[config.mk]
export PLATFORM = sky130hd
export DESIGN_NAME = tili_queue
export DESIGN_NICKNAME = d
export VERILOG_FILES = /design/src/rtl/table_inverse_linear_interpolator_defines.svh /design/src/rtl/tili_pkg.sv /design/src/rtl/tili_queue.sv
export SDC_FILE = /design/constraint.sdc
export NUM_CORES = 1
export LEC_CHECK = 0
export BUFFER_PORTS_ARGS = -buffer_cell sky130_fd_sc_hd__buf_2
export CORE_UTILIZATION = 55
export CTS_CLUSTER_DIAMETER = 40
export DETAILED_ROUTE_END_ITERATION = 8
export HOLD_SLACK_MARGIN = 0.06
export PLACE_DENSITY = 0.93
export SLEW_MARGIN = 40
export SYNTH_ARGS = -nofsm -noshare
export SYNTH_HDL_FRONTEND = slang
export SYNTH_SLANG_ARGS = --single-unit
[constraint.sdc]
create_clock -name clock -period 9.4 [get_ports clock]
set_clock_uncertainty 0.1 [all_clocks]
set_input_delay 0.47 -clock clock [delete_from_list [all_inputs] [get_ports clock]]
set_output_delay 0.47 -clock clock [all_outputs]
set_load 0.05 [all_outputs]
[src/rtl/table_inverse_linear_interpolator_defines.svh]
// Assertion macros for the table inverse linear interpolator.
// Included by tili_back, the RTL file that carries concurrent assertions.
`ifndef TABLE_INVERSE_LINEAR_INTERPOLATOR_DEFINES_SVH
`define TABLE_INVERSE_LINEAR_INTERPOLATOR_DEFINES_SVH
`ifndef NO_ASSERTIONS
// check that is switched off while reset is high
`define TILI_ASSERT(label, clk, rst, prop) \
   label: assert property (@(posedge clk) disable iff (rst) prop) \
      else $error("tili assertion failed");
// check that also holds across reset
`define TILI_ASSERT_ALWAYS(label, clk, prop) \
   label: assert property (@(posedge clk) prop) \
      else $error("tili assertion failed");
`else
`define TILI_ASSERT(label, clk, rst, prop)
`define TILI_ASSERT_ALWAYS(label, clk, prop)
`endif
`endif

[src/rtl/tili_pkg.sv]
// Shared types and constants of the table inverse linear interpolator.
// No dependencies; used by every other RTL file but tili_ifs.
`timescale 1ns / 1ps
`default_nettype none
package tili_pkg;
   localparam int NUM_COLS       = 5;
   localparam int FIELD_BITS     = 48;
   localparam int POS_BITS       = 22;
   localparam int COL_BITS       = 3;
   localparam int IN_ROW_BITS    = 6;
   localparam int FRAC_BITS      = 16;
   localparam int CALC_BITS      = 50;
   localparam int FIRST_ROW_BITS = 6;
   localparam int END_ROW_BITS   = 7;
   localparam int CSR_IDX_BITS   = 1;
   localparam int CSR_DATA_BITS  = 7;
   localparam int DEF_TABLE_ROWS = 64;
   localparam int DEF_VALUE_BITS = 48;
   localparam int DEF_END_ROW    = 64;

   // register indexes
   localparam logic [CSR_IDX_BITS-1:0] CSR_FIRST_ROW = 1'b0;
   localparam logic [CSR_IDX_BITS-1:0] CSR_END_ROW   = 1'b1;

   // request opcodes
   localparam logic OP_LOAD  = 1'b0;
   localparam logic OP_QUERY = 1'b1;

   // the colour column ascends, the others descend
   localparam logic [COL_BITS-1:0] COL_COLOUR = 3'd4;

   typedef struct packed {
      logic                      op;
      logic [COL_BITS-1:0]       key_column;
      logic [COL_BITS-1:0]       out_column;
      logic [IN_ROW_BITS-1:0]    row;
      logic [FIELD_BITS-1:0]     value;
   } cmd_type;
endpackage
`default_nettype wire

[src/rtl/tili_queue.sv]
// Two-entry command queue between the front end and the back end.
// Depends on tili_pkg.
`timescale 1ns / 1ps
`default_nettype none
module tili_queue (
   input  logic             clock,
   input  logic             reset,
   input  tili_pkg::cmd_type push_cmd,
   input  logic             push,
   output logic             full,
   output tili_pkg::cmd_type head,
   output logic             head_valid,
   input  logic             pop
);
   import tili_pkg::*;

   cmd_type    ent_ff [2];
   logic       wr_ptr_ff, rd_ptr_ff;
   logic [1:0] count_ff, count_in;

   assign full       = (count_ff == 2'd2);
   assign head_valid = (count_ff != 2'd0);
   assign head       = ent_ff[rd_ptr_ff];

   always_comb begin
      count_in = count_ff;
      if (push && !(pop && head_valid)) count_in = count_ff + 2'd1;
      else if (!push && pop && head_valid) count_in = count_ff - 2'd1;
   end

   // payload storage
   always_ff @(posedge clock) begin
      if (push) ent_ff[wr_ptr_ff] <= push_cmd;
   end

   // pointers and fill count
   always_ff @(posedge clock) begin
      if (reset) begin
         wr_ptr_ff <= 1'b0;
         rd_ptr_ff <= 1'b0;
         count_ff  <= 2'd0;
      end else begin
         if (push) wr_ptr_ff <= !wr_ptr_ff;
         if (pop && head_valid) rd_ptr_ff <= !rd_ptr_ff;
         count_ff <= count_in;
      end
   end
endmodule
`default_nettype wire

Yosys cells after proc, flatten, opt, wreduce, memory -nomap -nowiden. Memories as Yosys holds them, arrays and structs flattened. A register that Yosys moved wholly into a read port is not among the register bits. Index checks and enable logic that the tools add are counted. W data, S select, Z words.

Bits in registers: 4. Latch bits: 0. Bits in writable memories: 122. Bits in read-only memories: 0. Output and inout port bits: 63. Logic and storage cells: 23. Memories kept: 1.

Memories: ent_ff (words 2, bits a word 61, rd ports 1, clocked after memory_dff 1, wr ports 1, RTL line tili_queue.sv:17) `cmd_type ent_ff [2];`.

Add/subtract/negate cells: 2. $mul: 0. Div/mod/pow operators: 0. Magnitude comparators: 0. Equal/unequal tests: 1. Shift-type cells: 0. Mux-type cells: 6. Bitwise gates (word level): 0. Reductions and logical operators: 10.

Operators by type and width (number): $logic_and A1 B1 Y1 (4); $logic_not A1 Y1 (4); $mux W1 (4); $mux W2 (2); $reduce_bool A2 Y1 (2); $add A2 B1 Y2 const B (1); $eq A2 B2 Y1 const B (1); $sub A2 B1 Y2 const B (1).

Longest topological paths before layout. Gate-level depths: netlist (run 1).

Word-level depth: 5. Depth in mapped cells: 3.

Worst setup path before layout (run 1). No wires, ideal clock.

Path kind: input to register. Start point: input port push. End point: memory ent_ff[0][0] (netlist name) (enable). Data arrival time: 3.156 ns. Required time: 8.813 ns. Setup slack: 5.656 ns. Cell stages on the path: 1. Buffers on the path: 0. Path through: nor2b_1.

Cells in the longest elaborated chain, start to end: 2.

Ends and longest elaborated chain: from (decl) (RTL line tili_queue.sv:9) `input logic push,`; $mux W1 (RTL line tili_queue.sv:33) `if (push) ent_ff[wr_ptr_ff] <= push_cmd;`; $mux W1 (implied by the code) (RTL line tili_queue.sv:33); to (decl) (RTL line tili_queue.sv:17).

No other way between the ends.

==> qor.csv, run 1 <==
metric,value,unit
critical path arrival,2390,ps
Reg2Reg Setup Slack,7370,ps
"Clk Latency, worst-skew pair",490,ps
Hold Path Class,in2reg,
fmax,338,MHz
post-synthesis sequential area ratio,0.808,
Synth Area in Simple Gates,0.0161,
post-route minimum period,2960,ps
leakage power,2.51,nW
cell internal pwr,1.13,mW
largest net degree at the start of global routing,39,
post-layout util,0.798,
clock sinks,127,
Mapped Area,4660,um2
Layout area overhead,40.8,%
H-tree lvl count,4,
yosys warns,0,
synth unique cells,22,
Post-synth EDFFs,122,
required time worst endpoint,8830,ps
xor and xnor area share after synthesis,0.00376,
TNS Setup,0,ps
Root Driver,clkbuf_8,
Startpoint Class,flop,
ys async rst share,0,
Worst-path clk slew,60,ps
layout cells sized above 1,0.534,
"Slowest-stage cell, CP",dfxtp_2,
initial core utilization,0.567,
# rows,33,
Final setup viols,0,
largest family of logic cells by synthesized area,multiplexers,
Slew headroom,0.516,
post-cts sizing count,0,
post-synthesis mux area share,0.152,
CTS max path bufs,2,
combinational power share,0.146,
CTS Buf Count,17,
pwr/cell area,233,nW/um2
Seq pwr share,0.440,
cts hold-fix bufs,53,
post-CTS setup buffers,0,
I/O pin total,128,
Die W,94.0,um
die area,8840,um2
Layout Nets,481,
CP peak stage delay,750,ps
Core ar.,8220,um2
clock power share,0.413,
fin crit share,0.315,
drt wl/cell,17.4,um
vias in the first global route,2857,
antenna violations before repair,0,
#FFs+latches synth,127,
post-synth net total,280,
Synth Area in Compound Gates,0.00403,
vias,2671,
antenna-violating nets left,0,
final hold violations,0,
WL final,9.25,mm
DRT iter0 DRCs,131,
critical path class,reg2out,
hpwl dp,5.04,mm
worst path cell trace,buf_4 > mux2_2 > buf_2,
total of max-cap violations,0,
critical path endpoint category,primary output,
Slew @ Worst Pin,725,ps
IO Port Bufs,127,
die span in y,94.0,um
# DRC,0,
status,finished clean,
grt total ovfl,0,
P_sw,0.391,mW
CP max FO,35,
router iterations before antenna repair,4,
first-pass GRT wire length,13.6,mm
gr usage total,0.217,
Max IR drop VDD,0.000181,V
Synth Instances,215,
post-synthesis adder-cell area fraction,0,
RD Place Congestion,0.672,
commonest register cell after synthesis,edfxtp_1,
RSZ-0062 raised after global routing,false,
CTS tree,built,
ANT cells,0,
average cell area after synthesis,21.7,um2
switching share of power,0.256,
Via-to-Cell Ratio,5.02,
"Slew Viols, Final",0,
-- final timing paths --
path	start	to	cells after the start
min	push_cmd[6]	ent_ff[1][6]	1
max	flop	head[6]	3
min reg2reg	rd_ptr_ff	rd_ptr_ff	2
max reg2reg	wr_ptr_ff	ent_ff[1][11]	2
-- worst max-delay path, delay by kind of cell (launching register included) --
kind                   cells  cell delay [ps]
multiplexers               1              400
buffers and inverters      2              720
flip-flops                 1              750
-- sequential cells by signal (all words and copies together) (netlist names), named ones only --
register,cells
wr_ptr_ff,1
ent_ff,122
rd_ptr_ff,1
count_ff,2
-- synthesized netlist by cell type (4+ instances only) --
cell type	number	area share
edfxtp_1	122	0.79
mux2_2	61	0.15
buf_6	6	0.015
dfxtp_1	5	0.022
nor2_1	4	0.0032
-- through the flow --
step                setup slack (ps)  hold WS [ps]  total power [mW]  std cells  instance area [um2]
floorplan                       5660           372             0.836        215                 4660
global placement                6970           386             0.880        443                 5380
detailed placement              6960           422             0.886        443                 5380
CTS                             6410          61.1              1.53        526                 6490
global route                    6320          63.9              1.58        532                 6560
finish                          6440          83.9              1.53        532                 6560
-- placed cells by master (no fill, tap or decap), drive strengths merged --
| cell type | instances |
|---|---|
| buf | 130 |
| edfxtp | 122 |
| mux2 | 62 |
| dlygate4sd3 | 59 |
| clkbuf | 17 |
| clkinv | 7 |
| dfxtp | 5 |
| nor2 | 4 |
| bufinv | 3 |
| and2b | 3 |
| clkinvlp | 2 |
| a21oi | 2 |
| or2 | 1 |
| and2 | 1 |
| nor2b | 1 |
| o21ai | 1 |
| xor2 | 1 |
| xnor2 | 1 |
| nand2b | 1 |
| nand2 | 1 |
| mux2i | 1 |
| nor3 | 1 |
| inv | 1 |
-- power groups by stage --
| stage | clock, mW | combinational (mW) | sequential (mW) |
|---|---|---|---|
| 3_3_place_gp | 0 | 0.200 | 0.680 |
| 3_5_place_dp | 0 | 0.203 | 0.683 |
| 4_1_cts | 0.638 | 0.221 | 0.672 |
| 2_1_floorplan | 0 | 0.158 | 0.678 |
| 6_report | 0.631 | 0.223 | 0.672 |
| 5_1_grt | 0.668 | 0.234 | 0.675 |
-- routing by layer --
layer  up-vias  routed length (um)  GRT usage
met1      1302                3600      0.232
li1       1253                   -          -
met4         0                 196     0.0872
met2        99                5090      0.395
met3        17                 355     0.0672
met5         -                   0          0
-- kinds of logic after synthesis --
group	Yosys count
AOI/OAI and AO/OA	3
xor gates and xnor gates	2
buffers and inverters	7
DFF	127
muxes	63
and+or+nand+nor	13
-- final cells by class --
| class | instances | area, um2 |
|---|---|---|
| sequential | 127 | 3760 |
| fill | 457 | 1660 |
| timing repair buffer | 189 | 1250 |
| multi-input combinational | 81 | 828 |
| clock buffer | 17 | 414 |
| clock inverter | 13 | 168 |
| tap | 105 | 131 |
(Power assumes the default switching activity.)
==> run 2: changes to the inputs <==
--- a/config.mk
+++ b/config.mk
@@ -6,11 +6,11 @@
 export NUM_CORES = 1
 export LEC_CHECK = 0
 export BUFFER_PORTS_ARGS = -buffer_cell sky130_fd_sc_hd__buf_2
-export CORE_UTILIZATION = 55
+export CORE_UTILIZATION = 52
 export CTS_CLUSTER_DIAMETER = 40
 export DETAILED_ROUTE_END_ITERATION = 8
 export HOLD_SLACK_MARGIN = 0.06
-export PLACE_DENSITY = 0.93
+export PLACE_DENSITY = 0.89
 export SLEW_MARGIN = 40
 export SYNTH_ARGS = -nofsm -noshare
 export SYNTH_HDL_FRONTEND = slang
==> constraint.sdc (replaced) <==
create_clock -name clock -period 2.9 [get_ports clock]
set_clock_uncertainty 0.1 [all_clocks]
set_input_delay 0.145 -clock clock [delete_from_list [all_inputs] [get_ports clock]]
set_output_delay 0.145 -clock clock [all_outputs]
set_load 0.05 [all_outputs]
==> run 2 against run 1 <==
Net effect: flip-flop and latch count unchanged; register-to-register slack worse by 6100 ps; utilization down 2.8 points; power rose to 3.3 times the previous value; wire length up 0.15%; die area up 5.6%; non-clock buffer count up 8; first-iteration DRC count down 21%.
==> qor.csv, run 2 (synthesis results as in run 1) <==
metric,value,unit,change
status,finished clean,,unchanged
"most common cell after layout, fill and taps aside",buf_2,,unchanged
critical path class,reg2out,,unchanged
largest net degree at the start of global routing,45,,was 39
hpwl dp,5.28,mm,was 5.04 mm
number of flip-flops in the largest register,122,,unchanged
Final setup viols,0,,unchanged
Hold Startpoint,push_cmd[55],,was push_cmd[6]
Top reg by flops,ent_ff,,unchanged
grt total ovfl,0,,unchanged
RD Place Congestion,0.683,,was 0.672
WL final,9.26,mm,was 9.25 mm
I/O pin total,128,,unchanged
critical path arrival,1830,ps,was 2390 ps
pwr/cell area,763,nW/um2,was 233 nW/um2
gr usage total,0.210,,was 0.217
die span in y,96.6,um,was 94.0 um
Die W,96.6,um,was 94.0 um
vias in the first global route,2956,,was 2857
vias,2697,,was 2671
Startpoint Class,flop,,unchanged
layout cells sized above 1,0.519,,was 0.534
TNS Setup,0,ps,unchanged
"Slowest-stage cell, CP",mux2_2,,was dfxtp_2
antenna-violating nets left,0,,unchanged
router iterations before antenna repair,4,,unchanged
CP max FO,33,,was 35
final hold violations,0,,unchanged
CTS tree,built,,unchanged
Via-to-Cell Ratio,4.95,,was 5.02
Layout area overhead,43.5,%,was 40.8%
total of max-cap violations,0,,unchanged
CTS Buf Count,17,,unchanged
Reg2Reg Setup Slack,1250,ps,was 7370 ps
Fill cells,492,,was 457
required time worst endpoint,2650,ps,was 8830 ps
first-pass GRT wire length,14.5,mm,was 13.6 mm
Total Power,5.10,mW,was 1.53 mW
ANT cells,0,,unchanged
most frequent cells in the layout,"127 x buf_2, 122 x edfxtp_1, 65 x dlygate4sd3_1, 61 x mux2_2, 16 x clkbuf_16",,"was 127 x buf_2, 122 x edfxtp_1, 61 x mux2_2, 59 x dlygate4sd3_1, 16 x clkbuf_16"
DRT iter0 DRCs,103,,was 131
fmax,483,MHz,
Core ar.,8680,um2,was 8220 um2
IO Port Bufs,127,,unchanged
Worst-path clk slew,60,ps,about the same
# rows,34,,was 33
Max IR drop VDD,0.000513,V,was 0.000181 V
fin crit share,0.714,,
placed inst area,5410,um2,was 5380 um2
H-tree lvl count,4,,unchanged
antenna violations before repair,0,,unchanged
Slew @ Worst Pin,518,ps,was 725 ps
Largest regs,"ent_ff (122), count_ff (2)",,unchanged
post-route minimum period,2070,ps,
Root Driver,clkbuf_8,,unchanged
CTS max path bufs,2,,unchanged
critical path endpoint category,primary output,,unchanged
post-route cell area,6680,um2,was 6560 um2
Layout Nets,489,,was 481
leakage power,2.57,nW,was 2.51 nW
clock sinks,127,,unchanged
# DRC,0,,unchanged
RSZ-0062 raised after global routing,false,,unchanged
"Clk Latency, worst-skew pair",500,ps,was 490 ps
die area,9340,um2,was 8840 um2
worst path cell trace,buf_4 > mux2_2 > buf_2,,unchanged
drt wl/cell,17.0,um,was 17.4 um
multi-input logic area,828,um2,unchanged
"Slew Viols, Final",0,,unchanged
CP peak stage delay,400,ps,was 750 ps
worst r2r src,wr_ptr_ff,,unchanged
register area,3760,um2,unchanged
Hold Path Class,in2reg,,unchanged
post-cts sizing count,0,,unchanged
initial core utilization,0.536,,was 0.567
Slew headroom,0.654,,was 0.516
## run 2: changes by cell type in the layout (fill, tap and decap cells not counted), sizes merged
cell | previous run | this run
dlygate4sd3 | 59 | 65
clkbuf | 17 | 21
buf | 130 | 132
bufinv | 3 | 5
clkinv | 7 | 5
clkinvlp | 2 | 1
inv | 1 | 0
## run 2: area by class of cell
| cell class | count | area share |
|---|---|---|
| sequential | 127 | 0.563 |
| timing repair buffer | 197 | 0.200 |
| multi-input combinational | 81 | 0.124 |
| clock buffer | 21 | 0.0642 |
| clock inverter | 11 | 0.0283 |
| tap | 108 | 0.0202 |
## run 2: final timing paths
check,end,depth (start not counted)
worst min-delay path,ent_ff[0][55],2
worst max-delay path,head[27],3
worst max register to register,ent_ff[1][27],2
worst min register to register,rd_ptr_ff,2
## run 2: report_power, final
part	internal, mW	switching, mW	total, mW
Clock	1.48	0.706	2.18
Sequential	2.14	0.0275	2.16
Combinational	0.248	0.500	0.748
## run 2: metrics by stage
stage / util / setup WS [ps] / hold slack [ps] / std cells
after floorplan: - / 451 / 117 / 215
after global placement: 0.624 / 1220 / 232 / 448
after detailed placement: 0.624 / 1180 / 236 / 448
after CTS: 0.770 / 773 / 231 / 545
after global routing: 0.770 / 728 / 250 / 545
final: 0.770 / 828 / 261 / 545
## run 2: layer usage
| layer | global-route usage | wire [um] | vias up |
|---|---|---|---|
| li1 | - | - | 1267 |
| met1 | 0.231 | 3560 | 1316 |
| met2 | 0.381 | 5160 | 101 |
| met3 | 0.0585 | 433 | 13 |
| met4 | 0.0861 | 110 | 0 |
| met5 | 0 | 0 | - |
## run 2: what timing repair did
action                                 4_1_cts  5_1_grt
hold buffers                                65        0
buffers inserted                             0        0
endpoints found under the hold margin      127        0
## run 2: worst max-delay path: cells and delay by family (launching register included)
family   cells  cell delay (ps)
flops        1              320
mux          1              400
buf+inv      2              600
==> run 3: changes to the inputs <==
==> constraint.sdc (replaced) <==
create_clock -name clock -period 1.96 [get_ports clock]
set_clock_uncertainty 0.1 [all_clocks]
set_input_delay 0.098 -clock clock [delete_from_list [all_inputs] [get_ports clock]]
set_output_delay 0.098 -clock clock [all_outputs]
set_load 0.05 [all_outputs]
==> run 3 against run 2 <==
Net effect: setup slack lost 770 ps; clock-buffer cell count shrank 4; critical path depth unchanged; critical path type unchanged; critical endpoint is now head[28]; largest cell class unchanged; highest routed layer unchanged.
==> qor.csv, run 3 (synthesis results as in run 1) <==
metric,value,unit,change
Top reg by flops,ent_ff,,unchanged
ANT cells,0,,unchanged
Setup WS post-layout,56.6,ps,was 828 ps
Post-Place Cells,448,,unchanged
CTS max path bufs,2,,unchanged
Final setup viols,0,,unchanged
RD Place Congestion,0.712,,was 0.683
hold path depth,2,,unchanged
WL final,9.26,mm,unchanged
required time worst endpoint,1760,ps,was 2650 ps
antenna-violating nets left,0,,unchanged
cell internal pwr,5.73,mW,was 3.86 mW
Die W,96.6,um,unchanged
post-route minimum period,1900,ps,
pwr/cell area,1130,nW/um2,was 763 nW/um2
RSZ-0062 raised after global routing,true,,was false
post-route cell area,6740,um2,was 6680 um2
CTS Buf Count,17,,unchanged
die area,9340,um2,unchanged
Via-to-Cell Ratio,5.03,,was 4.95
register area,3770,um2,was 3760 um2
critical path class,reg2out,,unchanged
placed inst area,5430,um2,was 5410 um2
DRT iter0 DRCs,108,,was 103
post-CTS setup buffers,0,,unchanged
CTS tree,built,,unchanged
Root Driver,clkbuf_8,,unchanged
drt wl/cell,17.0,um,unchanged
leakage power,2.58,nW,was 2.57 nW
first-pass GRT wire length,14.3,mm,was 14.5 mm
Seq pwr share,0.422,,was 0.425
combinational power share,0.148,,was 0.147
router iterations before antenna repair,4,,unchanged
fmax,525,MHz,
post-route insts no fill,545,,unchanged
setup slack at placement,506,ps,was 1180 ps
critical path arrival,1710,ps,was 1830 ps
final hold violations,0,,unchanged
Layout Nets,490,,was 489
vias in the first global route,3034,,was 2956
number of flip-flops in the largest register,122,,unchanged
grt total ovfl,0,,unchanged
multi-input logic area,828,um2,unchanged
antenna violations before repair,0,,unchanged
layout cells sized above 1,0.526,,was 0.519
P_sw,1.87,mW,was 1.23 mW
total of max-cap violations,0,,unchanged
Slew headroom,0.687,,was 0.654
most frequent cells in the layout,"126 x buf_2, 122 x edfxtp_1, 65 x dlygate4sd3_1, 61 x mux2_2, 16 x clkbuf_16",,"was 127 x buf_2, 122 x edfxtp_1, 65 x dlygate4sd3_1, 61 x mux2_2, 16 x clkbuf_16"
Largest regs,"ent_ff (122), count_ff (2)",,unchanged
status,finished clean,,unchanged
worst-case reg-to-reg path depth,4,,was 2
# rows,34,,unchanged
"Slew Viols, Final",0,,unchanged
gr usage total,0.205,,was 0.210
switching share of power,0.246,,was 0.242
Startpoint Class,flop,,unchanged
die span in y,96.6,um,unchanged
"most common cell after layout, fill and taps aside",buf_2,,unchanged
"Clk Latency, worst-skew pair",500,ps,about the same
Layout area overhead,44.7,%,was 43.5%
# DRC,0,,unchanged
IO Port Bufs,127,,unchanged
initial core utilization,0.536,,unchanged
clock power share,0.431,,was 0.428
I/O pin total,128,,unchanged
H-tree lvl count,4,,unchanged
vias,2744,,was 2697
largest net degree at the start of global routing,38,,was 45
critical path endpoint category,primary output,,unchanged
WHS Endpoint,ent_ff[0][8],,was ent_ff[0][55]
Fill cells,485,,was 492
Hold Startpoint,push_cmd[8],,was push_cmd[55]
clock sinks,127,,unchanged
worst r2r src,count_ff[1],,was wr_ptr_ff
fin crit share,0.971,,
Core ar.,8680,um2,unchanged
Slew @ Worst Pin,470,ps,was 518 ps
CP max FO,31,,was 33
Hold Path Class,in2reg,,unchanged
hpwl dp,4.91,mm,was 5.28 mm
Reg2Reg Setup Slack,210,ps,was 1250 ps
Worst-path clk slew,60,ps,about the same
Max IR drop VDD,0.000756,V,was 0.000513 V
[run 3: power by group through the flow]
| stage | sequential (mW) | combinational (mW) | clock, mW |
|---|---|---|---|
| after global routing | 3.22 | 1.17 | 3.44 |
| after detailed placement | 3.26 | 1.00 | 0 |
| after global placement | 3.24 | 0.990 | 0 |
| after floorplan | 3.24 | 0.762 | 0 |
| after CTS | 3.21 | 1.12 | 3.33 |
| final | 3.20 | 1.12 | 3.27 |
[run 3: cell type report]
cell class                 instances  area share
multi-input combinational         81       0.123
sequential                       127       0.559
clock inverter                    14      0.0319
tap                              108      0.0201
clock buffer                      17      0.0615
timing repair buffer             198       0.205
[run 3: worst max-delay path, cell delays in order (launching register included)]
cell and delay [ps]:
dfxtp_4 390, buf_12 220, mux2_2 370, buf_2 210
[run 3: per-stage QoR]
stage | hold WS [ps] | total power, mW | utilization | TNS (ps)
floorplan | 70.4 | 4.01 | - | 0
global placement | 185 | 4.23 | 0.625 | 0
detailed placement | 190 | 4.26 | 0.625 | 0
CTS | 192 | 7.66 | 0.776 | 0
global route | 197 | 7.83 | 0.777 | -183
finish | 217 | 7.60 | 0.777 | 0
[run 3: how the worst max path moves through the flow]
stage	slack, ps	to	cells past startpoint	startpoint
2_1_floorplan	190	ent_ff[0][0]	1	wr_ptr_ff
3_3_place_gp	510	head[23]	3	flop
3_5_place_dp	510	head[16]	3	flop
4_1_cts	20	head[16]	3	flop
5_1_grt	-20	head[28]	3	flop
6_report	60	head[28]	3	flop
[run 3: per-layer routing]
| metal | track usage | part of all wire | up-vias |
|---|---|---|---|
| li1 | - | - | 1275 |
| met1 | 0.228 | 0.38 | 1350 |
| met2 | 0.356 | 0.55 | 105 |
| met3 | 0.0694 | 0.051 | 14 |
| met4 | 0.0918 | 0.014 | 0 |
| met5 | 0 | 0 | - |
[run 3: repair_timing]
item | 4_1_cts | 5_1_grt
hold endpoints to repair | 127 | 0
hold buffers | 65 | 0
resized for setup | 2 | 2
gates cloned | 1 | 0
setup endpoints to repair | 61 | 23
